<file path="src/rtl/core/positional_list_table_core_assert.svh">
// assertion macros shared by the list table rtl
`ifndef POSITIONAL_LIST_TABLE_CORE_ASSERT_SVH
`define POSITIONAL_LIST_TABLE_CORE_ASSERT_SVH

// same-cycle implication, sampled on clk, off while in reset
`define PLT_ASSERT_IMPL(label, ante, cons, msg) \
	label: assert property (@(posedge clk) disable iff (!arst_n) (ante) |-> (cons)) \
		else $error(msg);

// next-cycle implication, sampled on clk, off while in reset
`define PLT_ASSERT_NEXT(label, ante, cons, msg) \
	label: assert property (@(posedge clk) disable iff (!arst_n) (ante) |=> (cons)) \
		else $error(msg);

`endif

</file>
<file path="src/rtl/core/plt_pkg.sv">
package plt_pkg;

	localparam int LIST_DEPTH = 64;
	localparam int IDX_W = $clog2(LIST_DEPTH);
	localparam int CNT_W = $clog2(LIST_DEPTH + 1);
	localparam int VAL_W = 32;
	localparam int POS_W = 7;
	// common width for position / count compares
	localparam int WIDE_W = ((CNT_W > POS_W) ? CNT_W : POS_W) + 1;

	typedef enum logic [1:0] {
		OP_SEARCH  = 2'd0,
		OP_REPLACE = 2'd1,
		OP_DELETE  = 2'd2,
		OP_INSERT  = 2'd3
	} op_t;

	typedef enum logic [1:0] {
		ST_OK       = 2'd0,
		ST_BADPOS   = 2'd1,
		ST_NOTFOUND = 2'd2,
		ST_FULL     = 2'd3
	} status_t;

	typedef enum logic [4:0] {
		S_IDLE  = 5'b00001,
		S_WALK  = 5'b00010,
		S_DRAIN = 5'b00100,
		S_PUT   = 5'b01000,
		S_RESP  = 5'b10000
	} state_t;

endpackage

</file>
<file path="src/rtl/core/positional_list_table_core.sv">
// replace, rejected requests, searches of an empty list, deletes of the last entry and
//   inserts at the end answer in the cycle after the word is taken; a search, a delete at
//   p < n and an insert at p <= n walk the entry ram, drain, and put for insert, then answer
// throughput: one request at a time, the entry ram walks one entry a cycle; the next word is
//   taken the cycle after the result word leaves
// reset: arst_n clears the entry count and the sequencer; entry ram contents are not cleared
`include "positional_list_table_core_assert.svh"

module positional_list_table_core
	import plt_pkg::*;
(
	input  logic        clk,
	input  logic        arst_n,
	input  logic        s_tvalid,
	output logic        s_tready,
	input  logic [39:0] s_tdata,   // [31:0] value, [38:32] position, [39] zero
	input  logic [1:0]  s_tuser,   // [1:0] op
	output logic        m_tvalid,
	input  logic        m_tready,
	output logic [15:0] m_tdata,   // [6:0] found_position, [13:7] entry_count, [15:14] zero
	output logic [1:0]  m_tuser    // [1:0] status
);

	state_t                  state_q;
	op_t                     op_q;
	logic [VAL_W-1:0]        value_q;
	logic [CNT_W-1:0]        cnt_q;
	logic [IDX_W-1:0]        ptr_q;
	logic [IDX_W-1:0]        end_q;
	logic [CNT_W-1:0]        hit_q;
	logic [CNT_W-1:0]        hit_nxt;
	status_t                 status_q;
	logic [POS_W-1:0]        fpos_q;

	logic                    rd_vld_s1;
	logic [IDX_W-1:0]        rd_idx_s1;
	logic [VAL_W-1:0]        rd_data_s1;

	logic [VAL_W-1:0]        mem [LIST_DEPTH];

	logic                    acc;
	op_t                     in_op;
	logic [VAL_W-1:0]        in_value;
	logic [POS_W-1:0]        in_pos;
	logic [WIDE_W-1:0]       pos_w;
	logic [WIDE_W-1:0]       cnt_w;
	logic                    in_list;
	logic                    in_ins;
	logic                    full;
	logic                    ins_end;

	logic                    wr_en;
	logic [IDX_W-1:0]        wr_addr;
	logic [VAL_W-1:0]        wr_data;

	// input word unpacking and position checks
	assign in_op    = op_t'(s_tuser);
	assign in_value = s_tdata[VAL_W-1:0];
	assign in_pos   = s_tdata[VAL_W+POS_W-1:VAL_W];
	assign acc      = s_tvalid && s_tready;
	assign pos_w    = WIDE_W'(in_pos);
	assign cnt_w    = WIDE_W'(cnt_q);
	assign in_list  = (pos_w != '0) && (pos_w <= cnt_w);
	assign in_ins   = (pos_w != '0) && (pos_w <= cnt_w + WIDE_W'(1));
	assign full     = (cnt_q == CNT_W'(LIST_DEPTH));
	assign ins_end  = (pos_w == cnt_w + WIDE_W'(1));

	// handshake and result word
	assign s_tready = (state_q == S_IDLE);
	assign m_tvalid = (state_q == S_RESP);
	assign m_tuser  = status_q;
	assign m_tdata  = {2'b00, POS_W'(cnt_q), fpos_q};

	// compare unit: last matching index wins
	always_comb begin
		hit_nxt = hit_q;
		if (rd_vld_s1 && (op_q == OP_SEARCH) && (rd_data_s1 == value_q)) begin
			hit_nxt = CNT_W'(rd_idx_s1) + CNT_W'(1);
		end
	end

	// ram write port select
	always_comb begin
		wr_en   = 1'b0;
		wr_addr = '0;
		wr_data = rd_data_s1;
		if (rd_vld_s1 && (op_q == OP_DELETE)) begin
			wr_en   = 1'b1;
			wr_addr = rd_idx_s1 - IDX_W'(1);
		end else if (rd_vld_s1 && (op_q == OP_INSERT)) begin
			wr_en   = 1'b1;
			wr_addr = rd_idx_s1 + IDX_W'(1);
		end else if (state_q == S_PUT) begin
			wr_en   = 1'b1;
			wr_addr = end_q;
			wr_data = value_q;
		end else if (acc && (in_op == OP_REPLACE) && in_list) begin
			wr_en   = 1'b1;
			wr_addr = IDX_W'(in_pos - POS_W'(1));
			wr_data = in_value;
		end else if (acc && (in_op == OP_INSERT) && in_ins && !full && ins_end) begin
			wr_en   = 1'b1;
			wr_addr = IDX_W'(cnt_q);
			wr_data = in_value;
		end
	end

	// entry ram, registered read at the walk pointer
	always_ff @(posedge clk) begin
		if (wr_en) begin
			mem[wr_addr] <= wr_data;
		end
		rd_data_s1 <= mem[ptr_q];
	end

	// read tag stage
	always_ff @(posedge clk or negedge arst_n) begin
		if (!arst_n) begin
			rd_vld_s1 <= 1'b0;
			rd_idx_s1 <= '0;
		end else begin
			rd_vld_s1 <= (state_q == S_WALK);
			rd_idx_s1 <= ptr_q;
		end
	end

	// sequencer
	always_ff @(posedge clk or negedge arst_n) begin
		if (!arst_n) begin
			state_q  <= S_IDLE;
			op_q     <= OP_SEARCH;
			value_q  <= '0;
			cnt_q    <= '0;
			ptr_q    <= '0;
			end_q    <= '0;
			hit_q    <= '0;
			status_q <= ST_OK;
			fpos_q   <= '0;
		end else begin
			hit_q <= hit_nxt;
			case (state_q)
				S_IDLE: begin
					if (acc) begin
						op_q     <= in_op;
						value_q  <= in_value;
						hit_q    <= '0;
						fpos_q   <= '0;
						status_q <= ST_OK;
						state_q  <= S_RESP;
						case (in_op)
							OP_SEARCH: begin
								if (cnt_q == '0) begin
									status_q <= ST_NOTFOUND;
								end else begin
									ptr_q   <= '0;
									end_q   <= IDX_W'(cnt_q - CNT_W'(1));
									state_q <= S_WALK;
								end
							end
							OP_REPLACE: begin
								if (!in_list) begin
									status_q <= ST_BADPOS;
								end
							end
							OP_DELETE: begin
								if (!in_list) begin
									status_q <= ST_BADPOS;
								end else begin
									cnt_q <= cnt_q - CNT_W'(1);
									if (pos_w != cnt_w) begin
										ptr_q   <= IDX_W'(in_pos);
										end_q   <= IDX_W'(cnt_q - CNT_W'(1));
										state_q <= S_WALK;
									end
								end
							end
							OP_INSERT: begin
								if (!in_ins) begin
									status_q <= ST_BADPOS;
								end else if (full) begin
									status_q <= ST_FULL;
								end else begin
									cnt_q <= cnt_q + CNT_W'(1);
									if (!ins_end) begin
										ptr_q   <= IDX_W'(cnt_q - CNT_W'(1));
										end_q   <= IDX_W'(in_pos - POS_W'(1));
										state_q <= S_WALK;
									end
								end
							end
							default: begin
								state_q <= S_RESP;
							end
						endcase
					end
				end
				// one entry read per cycle, up for search and delete, down for insert
				S_WALK: begin
					if (ptr_q == end_q) begin
						state_q <= S_DRAIN;
					end else if (op_q == OP_INSERT) begin
						ptr_q <= ptr_q - IDX_W'(1);
					end else begin
						ptr_q <= ptr_q + IDX_W'(1);
					end
				end
				// last read word is compared or moved here
				S_DRAIN: begin
					if (op_q == OP_SEARCH) begin
						fpos_q   <= POS_W'(hit_nxt);
						status_q <= (hit_nxt == '0) ? ST_NOTFOUND : ST_OK;
					end
					state_q <= (op_q == OP_INSERT) ? S_PUT : S_RESP;
				end
				// store the inserted value in the opened gap
				S_PUT: begin
					state_q <= S_RESP;
				end
				S_RESP: begin
					if (m_tready) begin
						state_q <= S_IDLE;
					end
				end
				default: begin
					state_q <= S_IDLE;
				end
			endcase
		end
	end

	// checks
	`PLT_ASSERT_IMPL(a_cnt_bound, 1'b1, cnt_q <= CNT_W'(LIST_DEPTH), "entry count above depth")
	`PLT_ASSERT_IMPL(a_one_side, s_tready, !m_tvalid, "input taken while result pending")
	`PLT_ASSERT_NEXT(a_empty_search,
		acc && (in_op == OP_SEARCH) && (cnt_q == '0),
		m_tvalid && (m_tuser == ST_NOTFOUND) && (m_tdata[POS_W-1:0] == '0),
		"empty search must miss at once")
	`PLT_ASSERT_IMPL(a_fpos_zero, m_tvalid && (op_q != OP_SEARCH), fpos_q == '0,
		"found position set on non-search")

endmodule

</file>
<file path="config.mk">
export PLATFORM = sky130hd
export DESIGN_NAME = positional_list_table_core
export DESIGN_NICKNAME = d
export VERILOG_FILES = /design/src/rtl/core/plt_pkg.sv /design/src/rtl/core/positional_list_table_core.sv
export VERILOG_INCLUDE_DIRS = /design/src /design/src/rtl/core
export SDC_FILE = /design/constraint.sdc
export NUM_CORES = 2
export LEC_CHECK = 0
export BUFFER_PORTS_ARGS = -buffer_cell sky130_fd_sc_hd__buf_4
export CAP_MARGIN = 20
export CORE_MARGIN = 5
export CORE_UTILIZATION = 55
export DETAILED_ROUTE_END_ITERATION = 12
export GPL_TIMING_DRIVEN = 0
export PLACE_DENSITY_LB_ADDON = 0.2
export SYNTH_ARGS = -nofsm -noshare
export SYNTH_HDL_FRONTEND = slang
export SYNTH_SLANG_ARGS = --single-unit
</file>
<file path="constraint.sdc">
create_clock -name clk -period 7.4 [get_ports clk]
set_clock_uncertainty 0.2 [all_clocks]
set_input_delay 0.37 -clock clk [delete_from_list [all_inputs] [get_ports clk]]
set_output_delay 0.37 -clock clk [all_outputs]
set_load 0.01 [all_outputs]
</file>
==> results.sh <==
export IMPL_grt_use_total_pct=28.1
export IMPL_ys_seq_elements=2161
export IMPL_final_common_cell="edfxtp_1"
export IMPL_end_kind="flop"
export IMPL_tightestPinTransition_ns=1.19
export IMPL_clock_sinks=2161
export IMPL_cp_max_fo=19
export IMPL_grt_pass1_wl_um=321000
export IMPL_ys_types=78
export IMPL_drt_iter0_drc=6286
export IMPL_ir_drop_mv=0.267
export IMPL_drv_slew=0
export IMPL_r2r_start="cnt_q[0]"
export IMPL_p_leak_nw=30.9
export IMPL_cts_root_buf="clkbuf_16"
export IMPL_syn_instance_count=3747
export IMPL_cp_endpoint="mem[22][25]"
export IMPL_synth_top_area_share_pct=72.8
export IMPL_hp_class="primary input to flop"
export IMPL_synthTopCellsByArea="edfxtp_1, mux4_2, dfrtp_1"
export IMPL_status="finished clean"
export IMPL_gp_congestion=0.926
export IMPL_period_minus_slack_ns=6.31
export IMPL_synth_simple_area_share_pct=2.10
export IMPL_cts_setup_buffers=0
export IMPL_grt_pass1_vias=42200
export IMPL_die_y_um=402
export IMPL_grt_max_degree=82
export IMPL_pwr_share_seq_pct=40.9
export IMPL_p_comb_share_pct=33.1
export IMPL_post_drt_wl_per_cell_um=35.1
export IMPL_hold_violations=0
export IMPL_die_width_um=402
export IMPL_routed_via_count=42500
export IMPL_crit_path_start_kind="flop"
export IMPL_fp_coreArea_um2=152000
export IMPL_min_period_over_period_pct=85.3
export IMPL_fin_util_pct=64.3
export IMPL_final_area_um2=98100
export IMPL_cts_resized=0
export IMPL_synth_top_family_by_area="multiplexers"
export IMPL_dieArea_um2=162000
export IMPL_critPathKind="flop to flop"
export IMPL_synth_compound_area_share_pct=1.64
export IMPL_antenna_found_initial=11
export IMPL_synthToLayoutAreaGrowth_pct=16.0
export IMPL_port_buffers=62
export IMPL_synth_edf_count=2048
export IMPL_power_density_nw_per_um2=401
export IMPL_route_detailed_drc=0
export IMPL_r2r_cells=13
export IMPL_finish_net_count=4270
export IMPL_synth_area_leader_cell="edfxtp_1"
export IMPL_drtAntennaViolNets=0
export IMPL_yosysSeqAreaShare_pct=75.9
export IMPL_final_cell_mix="edfxtp_1, mux4_2, clkbuf_16"
export IMPL_p_int_w=0.0267
export IMPL_drv_cap=0
export IMPL_drive_gt1_share_pct=30.2
export IMPL_cts_buffer_depth=3
export IMPL_reg2reg_to="mem[22][25]"
export IMPL_synthXorXnorAreaFrac_pct=0.673
export IMPL_max_slew_margin_pct=20.9
export IMPL_startpoint="cnt_q[0]"
export IMPL_cts_made_buffers=206
export IMPL_firstDrtPassIters=6
export IMPL_worst_endpoint_arrival_ns=6.63
export IMPL_place_area_um2=90900
export IMPL_required_ns=7.72
export IMPL_viasPerCell=6.65
export IMPL_p_switching_w=0.0127
export IMPL_swShare_pct=32.2
export IMPL_finalSetupViolCount=0
export IMPL_row_count=143
export IMPL_gr_total_overflow=0
export IMPL_cts_tree="done"
export IMPL_io_pins=66
export IMPL_initial_core_util_pct=55.5
export IMPL_clk_latency_ns=0.84
export IMPL_hpwl_um=148000
export IMPL_grt_setup_unrepaired="no"
export IMPL_muxShareOfSynthArea_pct=18.1
export IMPL_drt_wl_total_um=224000
export IMPL_r2r_setup_slack_ns=1.09
export IMPL_synth_ff_type="edfxtp_1"
export IMPL_fmax_mhz=158
export IMPL_netlist_area_um2=84500
export IMPL_async_flop_share_pct=3.75
export IMPL_yosysWarningCount=0
export IMPL_synthAdderAreaFrac_pct=0.453
export IMPL_p_clk_share_pct=26.0
export IMPL_htreeDepth=4
export IMPL_cts_reportedPaths_clkPinSlew_ns=0.07
export IMPL_synth_avg_cell_area_um2=22.6
-- synth_stat cells (all sizes together) (9+ instances only) --
master	number
nand4	20
o21ai	55
edfxtp	2048
mux4	659
nand3	19
ha	29
dfxtp	32
dfrtp	80
o22ai	33
xnor2	55
mux2i	22
xor2	10
clkbuf	112
nor2	103
and3	9
a2bb2oi	32
nor3	12
a21oi	36
inv	30
buf	91
mux2	18
nand2	139
-- through the flow --
stage / hold WS [ns] / setup TNS, ns / setup slack [ns] / power, W / std cells
floorplan: -0.126 / 0 / 1.54 / 0.0237 / 3748
global placement: 0.165 / -3651.10 / -1.92 / 0.0283 / 5840
detailed placement: 0.170 / 0 / 1.27 / 0.0291 / 5957
CTS: 0.0614 / 0 / 1.26 / 0.0393 / 6381
global route: 0.117 / 0 / 0.964 / 0.0406 / 6394
finish: 0.121 / 0 / 1.09 / 0.0393 / 6397
-- flip-flops by register name, summed over array words and instances (netlist names), 6 cells and up --
name,cells
cnt_q,7
end_q,6
fpos_q,7
hit_q,7
mem,2048
ptr_q,6
rd_data_s1,32
rd_idx_s1,6
value_q,32
-- worst max-delay path, stage by stage (launching register included) --
cell	delay (ns)
dfrtp_1	0.57
inv_1	0.21
nor3_1	0.56
nand3_1	0.17
xnor2_1	0.18
ha_1	0.31
nand3_1	0.12
or2_1	0.31
a21oi_2	0.35
nand4_2	0.20
a211oi_2	0.58
nand3b_1	0.91
nor2_4	0.98
buf_12	0.29
-- power by group through the flow --
stage	combinational, W	sequential (W)	clock, W
finish	0.0130	0.0161	0.0102
CTS	0.0129	0.0160	0.0104
floorplan	0.00733	0.0163	0
global placement	0.0116	0.0167	0
detailed placement	0.0128	0.0163	0
global route	0.0136	0.0161	0.0109
-- kinds of logic (layout without fill, tap and decap cells) --
logic type | after synthesis | in the layout
other cells | 1 | 5
compound gates | 205 | 205
flops | 2161 | 2161
xor+xnor | 65 | 65
mux | 699 | 699
fa+ha+maj | 30 | 30
simple gates | 353 | 353
buf+inv | 233 | 849
-- metal layers --
| metal | global-route usage, % | vias to the layer above | wire length (um) |
|---|---|---|---|
| met4 | 8.65 | 0 | 7450 |
| met5 | 0 | - | 0 |
| li1 | - | 16800 | - |
| met1 | 42.0 | 22700 | 88300 |
| met3 | 5.76 | 393 | 24100 |
| met2 | 42.7 | 2656 | 105000 |
-- worst min path at each step --
stage / from / end / slack (ns) / cells after the start
after floorplan: arst_n / cnt_q[0] / -0.13 / 0
after global placement: ptr_q[0] / rd_idx_s1[0] / 0.17 / 0
after detailed placement: ptr_q[0] / rd_idx_s1[0] / 0.17 / 0
after CTS: s_tdata[14] / value_q[14] / 0.06 / 4
after global routing: s_tdata[16] / value_q[16] / 0.12 / 4
final: s_tdata[16] / value_q[16] / 0.12 / 4
-- area by class of cell --
| cell class | instances | area [um^2] |
|---|---|---|
| repair buffers | 238 | 3470 |
| inverters | 30 | 113 |
| clock buffers | 266 | 5470 |
| diodes | 3 | 7.51 |
| multi-input cells | 1354 | 20400 |
| clock inverters | 112 | 1050 |
| fillers | 9880 | 54400 |
| well taps | 2030 | 2540 |
| flip-flops and latches | 2161 | 64200 |
| plain buffers | 203 | 873 |
-- what timing repair did --
action                     CTS  global route
hold buffers                46             1
hold endpoints to repair   139            20
setup endpoints to repair    0             0
Power figures use the tool's default switching activity.
